<file path="src/hw/rtl/assert_macros.svh">
// Assertion helpers for the RTL that checks itself.
`ifndef ASSERT_MACROS_SVH
`define ASSERT_MACROS_SVH

// The consequent must hold in the same cycle as the antecedent.
`define ASSERT_IMPLIES(label, clk, rst, ante, cons, msg) \
  label: assert property (@(posedge clk) disable iff (rst) (ante) |-> (cons)) \
    else $error(msg);

// The consequent must hold in the cycle after the antecedent.
`define ASSERT_NEXT(label, clk, rst, ante, cons, msg) \
  label: assert property (@(posedge clk) disable iff (rst) (ante) |=> (cons)) \
    else $error(msg);

`endif

</file>
<file path="src/hw/rtl/dsfpc_pkg.sv">
`default_nettype none

package dsfpc_pkg;

  // Error codes carried in sensor_error.
  localparam logic [1:0] ERR_NORMAL    = 2'd0;
  localparam logic [1:0] ERR_SENSOR1   = 2'd1;
  localparam logic [1:0] ERR_SENSOR2   = 2'd2;
  localparam logic [1:0] ERR_INTERFERE = 2'd3;

  // Lost limit after reset, and saturation value of the lost counts.
  localparam logic [7:0] LIMIT_RESET = 8'd10;
  localparam logic [7:0] COUNT_MAX   = 8'd255;

  // Interference pin pattern that signals a magnetic disturbance.
  localparam logic [1:0] PINS_INTERFERE = 2'b00;

  // Sensor selection codes.
  localparam logic REQ_SENSOR1 = 1'b0;

  // One sensor edge event.
  typedef struct packed {
    logic       req_type;
    logic       pin_level;
    logic [1:0] interfere_pins;
    logic       report_busy;
  } event_t;

  // One result item.
  typedef struct packed {
    logic [31:0] forward_flow;
    logic [1:0]  sensor_error;
    logic        alarm_request;
    logic        sensor1_fault_mark;
    logic        sensor2_fault_mark;
    logic        interfere_mark;
  } result_t;

  // Saturating increment of a lost count.
  function automatic logic [7:0] bump(input logic [7:0] c);
    logic [7:0] r;
    r = (c == COUNT_MAX) ? COUNT_MAX : c + 8'd1;
    return r;
  endfunction

endpackage

`default_nettype wire

</file>
<file path="src/hw/rtl/dsfpc_core.sv">
`default_nettype none

module dsfpc_core (
  input  wire logic               clk,
  input  wire logic               rst,
  input  wire logic               fire,
  input  wire dsfpc_pkg::event_t  item,
  input  wire logic               cfg_wr_en,
  input  wire logic [7:0]         cfg_wr_data,
  output dsfpc_pkg::result_t      result
);

  logic [7:0]  lost_limit;
  logic        direction_armed, direction_armed_next;
  logic [31:0] flow_count, flow_count_next;
  logic [7:0]  lost_count_one, lost_count_one_next;
  logic [7:0]  lost_count_two, lost_count_two_next;
  logic [1:0]  error_code, error_code_next;
  logic        mark_one, mark_one_next;
  logic        mark_two, mark_two_next;
  logic        mark_interfere, mark_interfere_next;
  logic        alarm;

  // Next state for one event; a pin that reads high leaves everything alone.
  always_comb begin
    direction_armed_next = direction_armed;
    flow_count_next      = flow_count;
    lost_count_one_next  = lost_count_one;
    lost_count_two_next  = lost_count_two;
    error_code_next      = error_code;
    mark_one_next        = mark_one;
    mark_two_next        = mark_two;
    mark_interfere_next  = mark_interfere;
    alarm                = 1'b0;
    if (!item.pin_level) begin
      if (item.req_type == dsfpc_pkg::REQ_SENSOR1) begin
        direction_armed_next = 1'b1;
        lost_count_one_next  = 8'd0;
        if (error_code == dsfpc_pkg::ERR_SENSOR1) begin
          error_code_next = dsfpc_pkg::ERR_NORMAL;
        end
        lost_count_two_next = dsfpc_pkg::bump(lost_count_two);
        if (lost_count_two_next > lost_limit) begin
          error_code_next = dsfpc_pkg::ERR_SENSOR2;
          if (!mark_two) begin
            mark_two_next = 1'b1;
            alarm         = 1'b1;
          end
        end
      end else begin
        if (direction_armed) begin
          flow_count_next = flow_count + 32'd1;
        end
        direction_armed_next = 1'b0;
        lost_count_two_next  = 8'd0;
        if (error_code == dsfpc_pkg::ERR_SENSOR2) begin
          error_code_next = dsfpc_pkg::ERR_NORMAL;
        end
        lost_count_one_next = dsfpc_pkg::bump(lost_count_one);
        if (lost_count_one_next > lost_limit) begin
          error_code_next = dsfpc_pkg::ERR_SENSOR1;
          if (!mark_one) begin
            mark_one_next = 1'b1;
            alarm         = 1'b1;
          end
        end
      end
      // The interference check runs last and overrides any sensor code.
      if (item.interfere_pins == dsfpc_pkg::PINS_INTERFERE) begin
        error_code_next = dsfpc_pkg::ERR_INTERFERE;
        if (!mark_interfere) begin
          mark_interfere_next = 1'b1;
          alarm               = 1'b1;
        end
      end else if (error_code_next == dsfpc_pkg::ERR_INTERFERE) begin
        error_code_next = dsfpc_pkg::ERR_NORMAL;
      end
    end
  end

  // Result reflects the state after the event.
  always_comb begin
    result.forward_flow       = flow_count_next;
    result.sensor_error       = error_code_next;
    result.alarm_request      = alarm & ~item.report_busy;
    result.sensor1_fault_mark = mark_one_next;
    result.sensor2_fault_mark = mark_two_next;
    result.interfere_mark     = mark_interfere_next;
  end

  // State registers, updated only when an event is processed; lost_limit follows cfg_wr_en.
  always_ff @(posedge clk) begin
    if (rst) begin
      lost_limit      <= dsfpc_pkg::LIMIT_RESET;
      direction_armed <= 1'b0;
      flow_count      <= 32'd0;
      lost_count_one  <= 8'd0;
      lost_count_two  <= 8'd0;
      error_code      <= dsfpc_pkg::ERR_NORMAL;
      mark_one        <= 1'b0;
      mark_two        <= 1'b0;
      mark_interfere  <= 1'b0;
    end else begin
      if (cfg_wr_en) begin
        lost_limit <= cfg_wr_data;
      end
      if (fire) begin
        direction_armed <= direction_armed_next;
        flow_count      <= flow_count_next;
        lost_count_one  <= lost_count_one_next;
        lost_count_two  <= lost_count_two_next;
        error_code      <= error_code_next;
        mark_one        <= mark_one_next;
        mark_two        <= mark_two_next;
        mark_interfere  <= mark_interfere_next;
      end
    end
  end

endmodule

`default_nettype wire

</file>
<file path="src/hw/rtl/dual_sensor_flow_pulse_counter.sv">
// Hall-sensor flow meter pulse counter.
// Input channel (in_valid, in_stall, in_item) carries one falling-edge event
// from either sensor; output channel (out_valid, out_stall, out_item) returns
// one result per event: flow count, error code, alarm request and the marks.
// A transfer takes place on a clock edge with valid high and stall low.
// The lost limit is to be written through cfg_wr_en and cfg_wr_data only while idle; the block does not enforce this.
// Events pass an input register and then the state update, whose result is
// captured in the output register. One event is taken every cycle unless
// the receiver stalls; the state update is a single short step of
// combinational logic.
// Synchronous reset clears the counts, error code, marks and direction flag,
// sets the lost limit to ten and empties both registers.
// When the receiver stalls, the result holds; the input register still takes
// one more event, and in_stall rises only once both registers are full.
`default_nettype none

module dual_sensor_flow_pulse_counter (
  input  wire logic               clk,
  input  wire logic               rst,
  input  wire logic               in_valid,
  output logic                    in_stall,
  input  wire dsfpc_pkg::event_t  in_item,
  output logic                    out_valid,
  input  wire logic               out_stall,
  output dsfpc_pkg::result_t      out_item,
  input  wire logic               cfg_wr_en,
  input  wire logic [7:0]         cfg_wr_data
);

  `include "assert_macros.svh"

  logic               held_valid;
  dsfpc_pkg::event_t  held;
  logic               advance;
  logic               fire;
  dsfpc_pkg::result_t result_next;

  // The pipeline moves when the output register is empty or being drained.
  assign advance  = ~out_valid | ~out_stall;
  assign fire     = held_valid & advance;
  assign in_stall = held_valid & ~advance;

  // Input register.
  always_ff @(posedge clk) begin
    if (rst) begin
      held_valid <= 1'b0;
    end else if (~held_valid | advance) begin
      held_valid <= in_valid;
    end
  end

  always_ff @(posedge clk) begin
    if ((~held_valid | advance) && in_valid) begin
      held <= in_item;
    end
  end

  dsfpc_core u_core (
    .clk         (clk),
    .rst         (rst),
    .fire        (fire),
    .item        (held),
    .cfg_wr_en   (cfg_wr_en),
    .cfg_wr_data (cfg_wr_data),
    .result      (result_next)
  );

  // Result register.
  always_ff @(posedge clk) begin
    if (rst) begin
      out_valid <= 1'b0;
    end else if (advance) begin
      out_valid <= fire;
    end
  end

  always_ff @(posedge clk) begin
    if (fire) begin
      out_item <= result_next;
    end
  end

  // An alarm is only requested together with a freshly set mark.
  `ASSERT_IMPLIES(a_alarm_has_mark, clk, rst, out_valid && out_item.alarm_request,
    out_item.sensor1_fault_mark || out_item.sensor2_fault_mark || out_item.interfere_mark,
    "alarm request without any fault mark")
  // Interference code is never shown without its mark.
  `ASSERT_IMPLIES(a_interfere_mark, clk, rst,
    out_valid && (out_item.sensor_error == dsfpc_pkg::ERR_INTERFERE),
    out_item.interfere_mark, "interference code without mark")
  // The input side stalls only while a result is held back.
  `ASSERT_IMPLIES(a_stall_cause, clk, rst, in_stall,
    out_valid && out_stall && held_valid, "input stalled with room downstream")
  // A stalled result register still holds a result in the next cycle.
  `ASSERT_NEXT(a_result_kept, clk, rst, out_valid && out_stall, out_valid,
    "result dropped while stalled")

endmodule

`default_nettype wire

</file>
<file path="config.mk">
export PLATFORM = sky130hd
export DESIGN_NAME = dual_sensor_flow_pulse_counter
export DESIGN_NICKNAME = d
export VERILOG_FILES = /design/src/hw/rtl/dsfpc_pkg.sv /design/src/hw/rtl/dsfpc_core.sv /design/src/hw/rtl/dual_sensor_flow_pulse_counter.sv
export VERILOG_INCLUDE_DIRS = /design/src /design/src/hw/rtl
export SDC_FILE = /design/constraint.sdc
export NUM_CORES = 1
export LEC_CHECK = 0
export BUFFER_PORTS_ARGS = -buffer_cell sky130_fd_sc_hd__clkbuf_2
export CORE_MARGIN = 3
export CORE_UTILIZATION = 40
export CTS_CLUSTER_SIZE = 14
export DETAILED_ROUTE_END_ITERATION = 10
export HOLD_SLACK_MARGIN = 0.1
export PLACE_DENSITY_LB_ADDON = 0.05
export SKIP_CTS_REPAIR_TIMING = 1
export SLEW_MARGIN = 20
export SYNTH_ARGS = -nofsm -noshare
export SYNTH_HDL_FRONTEND = slang
export SYNTH_SLANG_ARGS = --single-unit
</file>
<file path="constraint.sdc">
create_clock -name clk -period 3.1 [get_ports clk]
set_input_delay 0.155 -clock clk [delete_from_list [all_inputs] [get_ports clk]]
set_output_delay 0.155 -clock clk [all_outputs]
set_load 0.03 [all_outputs]
</file>
# Word-level counts from Yosys, hierarchy flattened
# Index checks and enable logic that the tools add are counted.
dict set report totals {
  regBits 107
  word_cells 78
  input_bits 18
}
dict set report op_classes {
  eq_ne 5
  order_cmp 2
  n_mux 33
  bitwise 11
  n_addsub 3
  n_reduce_logical 3
}
# op count
set ops {}
lappend ops {{$mux W32} 3}
lappend ops {{$add A32 B1 Y32 const B} 1}
lappend ops {{$mux W8} 4}
lappend ops {{$mux W2} 9}
lappend ops {{$mux W1} 17}
lappend ops {{$add A8 B1 Y8 const B} 2}
lappend ops {{$eq A8 B8 Y1 const B} 2}
lappend ops {{$gt A8 B8 Y1} 2}
lappend ops {{$not A1 Y1} 6}
lappend ops {{$eq A2 B2 Y1 const B} 2}
lappend ops {{$and A1 B1 Y1} 3}
lappend ops {{$eq A2 B1 Y1 const B} 1}
lappend ops {{$logic_not A2 Y1} 1}
lappend ops {{$or A1 B1 Y1} 2}
lappend ops {{$reduce_and A2 Y1} 1}
lappend ops {{$logic_and A1 B1 Y1} 1}

# Depth between registers and ports, before layout
dict set report logic_depth {
  word_depth 10
  ltp_mapped 13
  mapped_depth_nobuf 11
}

# Modules after synthesis
# A second synthesis with hierarchy kept.
dict set report unflattened {
  cells_unflattened 542
  hier_area_um2 5445.2
}
# mod cells_each seq_area_each_um2 area_per_inst_um2 instances
set by_module_without_submodules {}
lappend by_module_without_submodules {dsfpc_core 489 1241.2 4067.7 1}
lappend by_module_without_submodules {dual_sensor_flow_pulse_counter 53 1331.3 1377.6 1}

# Worst setup path after synthesis
# No wires, ideal clock.
dict set report synth_timing {
  path_kind {register to register}
  startpoint {register u_core.lost_count_one[0]}
  endpoint {register out_item[4] in the netlist's numbering (data pin)}
  setup_ns 0.269
  t_arrival_ns 2.563
  slack_ns 0.268
  required_ns 2.831
  period_less_slack_ns 2.832
  stages_incl_launch_ff 13
  path_cell_list {dfxtp_1 -> ha_1 -> and3_1 -> clkbuf_1 -> nand4_1 -> clkbuf_1 -> nand2_1 -> ha_1 -> nand4_1 -> or2_2 -> and3_1 -> a311oi_1 -> o22ai_1}
}
# item line
set synth_rtl {}
lappend synth_rtl {{from (decl)} dsfpc_core.sv:16} ;# logic [7:0] lost_count_one, lost_count_one_next;
lappend synth_rtl {{from (signal assigned)} dsfpc_core.sv:110} ;# lost_count_one <= lost_count_one_next;
lappend synth_rtl {{to (signal assigned)} dual_sensor_flow_pulse_counter.sv:79} ;# out_item <= result_next;
lappend synth_rtl {{to (decl)} dual_sensor_flow_pulse_counter.sv:25} ;# output dsfpc_pkg::result_t out_item,

==> flow_metrics.tcl <==
set metrics [dict create \
    min_period_over_period 0.9217 \
    h-tree-depth 3 \
    status "finished clean" \
    hp-class "in -> reg" \
    die_w_um 122.1 \
    numCtsBuffers 9 \
    cts_tree "done" \
    grt_pass1_vias 3886 \
    setup_viol 0 \
    vias 4167 \
    firstDrtPassIters 5 \
    antenna_found_initial 0 \
    via_per_inst 5.209 \
    tns_ns 0 \
    dp_hpwl_mm 8.088 \
    wl_per_cell_um 14.67 \
    final_cell_mix "64 x nor2_1, 64 x dfxtp_1, 57 x clkbuf_2" \
    first_iter_violations 261 \
    async_reset_ff_frac 0 \
    port-buffer-count 57 \
    synth-edff-count 43 \
    cellPowerDensity_nw_per_um2 446.7 \
    fill_cells 1240 \
    synth_seq_area_share 0.4774 \
    power_frac_seq 0.545 \
    crit_path_end_kind "flop" \
    grt_setup_unrepaired "false" \
    track_usage 0.1612 \
    drt_wl_total_mm 11.74 \
    fmax_ghz 0.3500 \
    initial_core_util 0.4185 \
    switching_share 0.2435 \
    io_pins 58 \
    synth_area_um2 5389 \
    dieArea_um2 14900 \
    ys_warn_count 0 \
    intPower_w 0.002112 \
    layout.nets 660 \
    peakVddDrop_v 0.0002108 \
    drive_gt1_frac 0.1688 \
    syn_to_final_growth_pct 16.00 \
    overflow 0 \
    placed_area_um2 5812 \
    fp.coreArea_um2 12880 \
    cts_sinks 107 \
    final_util 0.4855 \
    whs_ns 0.2719 \
    cp.arrival_ns 2.94 \
    start_kind "flop" \
    switchingPower_w 0.0006798 \
    critPathKind "reg -> reg" \
    synthFlopType "dfxtp_1" \
    clock_skew_ns 0.009077 \
    finalHoldViolations 0 \
    syn_nets 598 \
    ant_nets 0 \
    tightest_slew_ns 0.6393 \
    synth_cells 561 \
    p_leak_nw 2.460 \
    clockBufferDepth 2 \
    clk_pin_slew_ns 0.07 \
    synth-seq-cells 107 \
    grt_max_degree 57 \
    finalPower_w 0.002792 \
    final_area_um2 6251 \
    drc 0 \
    clk_latency_ns 0.35 \
    root_buffer "clkbuf_16" \
    cp.required_ns 3.18 \
    rows 41 \
    maxSlewHeadroom 0.5738 \
    die_h_um 122.1 \
    grt_pass1_wl_mm 18.79 \
    synth.distinct_cells 57 \
    pwr-share-comb 0.081 \
    p_clk_frac 0.374 \
    avgSynthCellArea_um2 9.606 \
    slew_violations 0 \
    maxCapViolations 0 \
    diodes 0 \
    routabilityCongestion 0.8063 \
    fin_crit_ns 2.857 \
    worstPathMaxFanout 6 \
]
cells by family after synthesis:
kind of cell / synth area share
AO/OA/AOI/OAI: 0.1091
XOR/XNOR: 0.09264
adder cells (fa/ha/maj): 0.04411
buffers and inverters: 0.04435
flip-flops: 0.4774
multiplexers: 0.01509
AND/OR/NAND/NOR: 0.2173
cell usage after synthesis, types with 2 or more instances:
library cell   n  area share
dfxtp_1       64        0.24
nor2_1        64       0.045
a21oi_1       45       0.042
edfxtp_1      43        0.24
xor2_1        30       0.049
nand2_1       29       0.020
nand3_1       28       0.026
xnor2_1       27       0.044
inv_1         22       0.015
clkbuf_1      21       0.015
ha_1          19       0.044
nand4_1       18       0.021
o21ai_0       18       0.017
nor3_1        16       0.015
and3_1        11       0.013
buf_2         11       0.010
mux2i_1        7       0.013
a22oi_1        6      0.0084
o31ai_1        6      0.0084
or4_1          6      0.0084
a31oi_1        5      0.0058
and2_1         5      0.0058
or3_1          5      0.0058
nand2b_1       4      0.0046
o211ai_1       4      0.0056
or2_2          4      0.0046
nand4_2        3      0.0070
nor2b_1        3      0.0035
a311oi_1       2      0.0033
and4_1         2      0.0033
nand3b_1       2      0.0028
nor2_2         2      0.0023
nor4_1         2      0.0023
nor4_4         2      0.0079
o2111ai_1      2      0.0033
o21a_1         2      0.0028
worst max-delay path, cell delays in order, from the launching register on:
cell	delay, ns
dfxtp_1	0.39
ha_1	0.25
and3_1	0.29
nand4_1	0.20
nand2_1	0.15
inv_1	0.05
ha_1	0.27
nand4_1	0.12
or2_2	0.34
and3_1	0.17
a311oi_1	0.24
o22ai_1	0.12
through the flow:
stage	cells	setup slack, ns
final	800	0.2428
after detailed placement	766	0.2053
after CTS	782	0.1878
after floorplan	561	0.2683
after global placement	766	0.3170
after global routing	800	0.004585
cell type report:
cell class              count  area, um^2  share of cell area
clock buffers              10       229.0             0.03663
inverters                  23       86.33             0.01381
clock inverters             6       32.53            0.005204
flip-flops and latches    107        2572              0.4115
well taps                 172       215.2             0.03443
repair buffers             85       533.0             0.08527
multi-input cells         397        2582              0.4131
final timing paths:
check	from	to	slack [ns]	depth (start not counted)
max	u_core.lost_count_one[0]$_SDFFE_PP0P_	out_item[4]$_DFFE_PP_	0.24	11
min reg2reg	u_core.mark_two$_SDFFE_PP0P_	u_core.mark_two$_SDFFE_PP0P_	0.48	2
min	cfg_wr_en	u_core.lost_limit[1]$_SDFFE_PP1P_	0.27	3
max reg2reg	u_core.lost_count_one[0]$_SDFFE_PP0P_	out_item[4]$_DFFE_PP_	0.24	11
layer usage:
layer  track usage  up-vias  share of wire
met1        0.1903     1973           0.44
met5             0        -              0
met2        0.2887       63           0.50
met3       0.02786       16          0.033
li1              -     2115              -
met4       0.06718        0          0.020
sequential cells by signal (all words and copies together) (netlist names):
| register | flops |
|---|---|
| u_core.flow_count | 32 |
| u_core.mark_interfere | 1 |
| u_core.error_code | 2 |
| u_core.lost_count_two | 8 |
| u_core.lost_count_one | 8 |
| u_core.mark_two | 1 |
| u_core.lost_limit | 8 |
| out_item | 38 |
| u_core.mark_one | 1 |
| out_valid | 1 |
| held | 5 |
| held_valid | 1 |
| u_core.direction_armed | 1 |
power by group through the flow:
stage	clock network [W]	logic (W)	registers [W]
finish	0.00104	0.000227	0.00152
detailed placement	0	0.000214	0.00155
global placement	0	0.000212	0.00155
global route	0.00113	0.000250	0.00153
CTS	0.00108	0.000215	0.00152
floorplan	0	0.0000962	0.00160
Note: power is estimated with default switching activity, not from simulation.
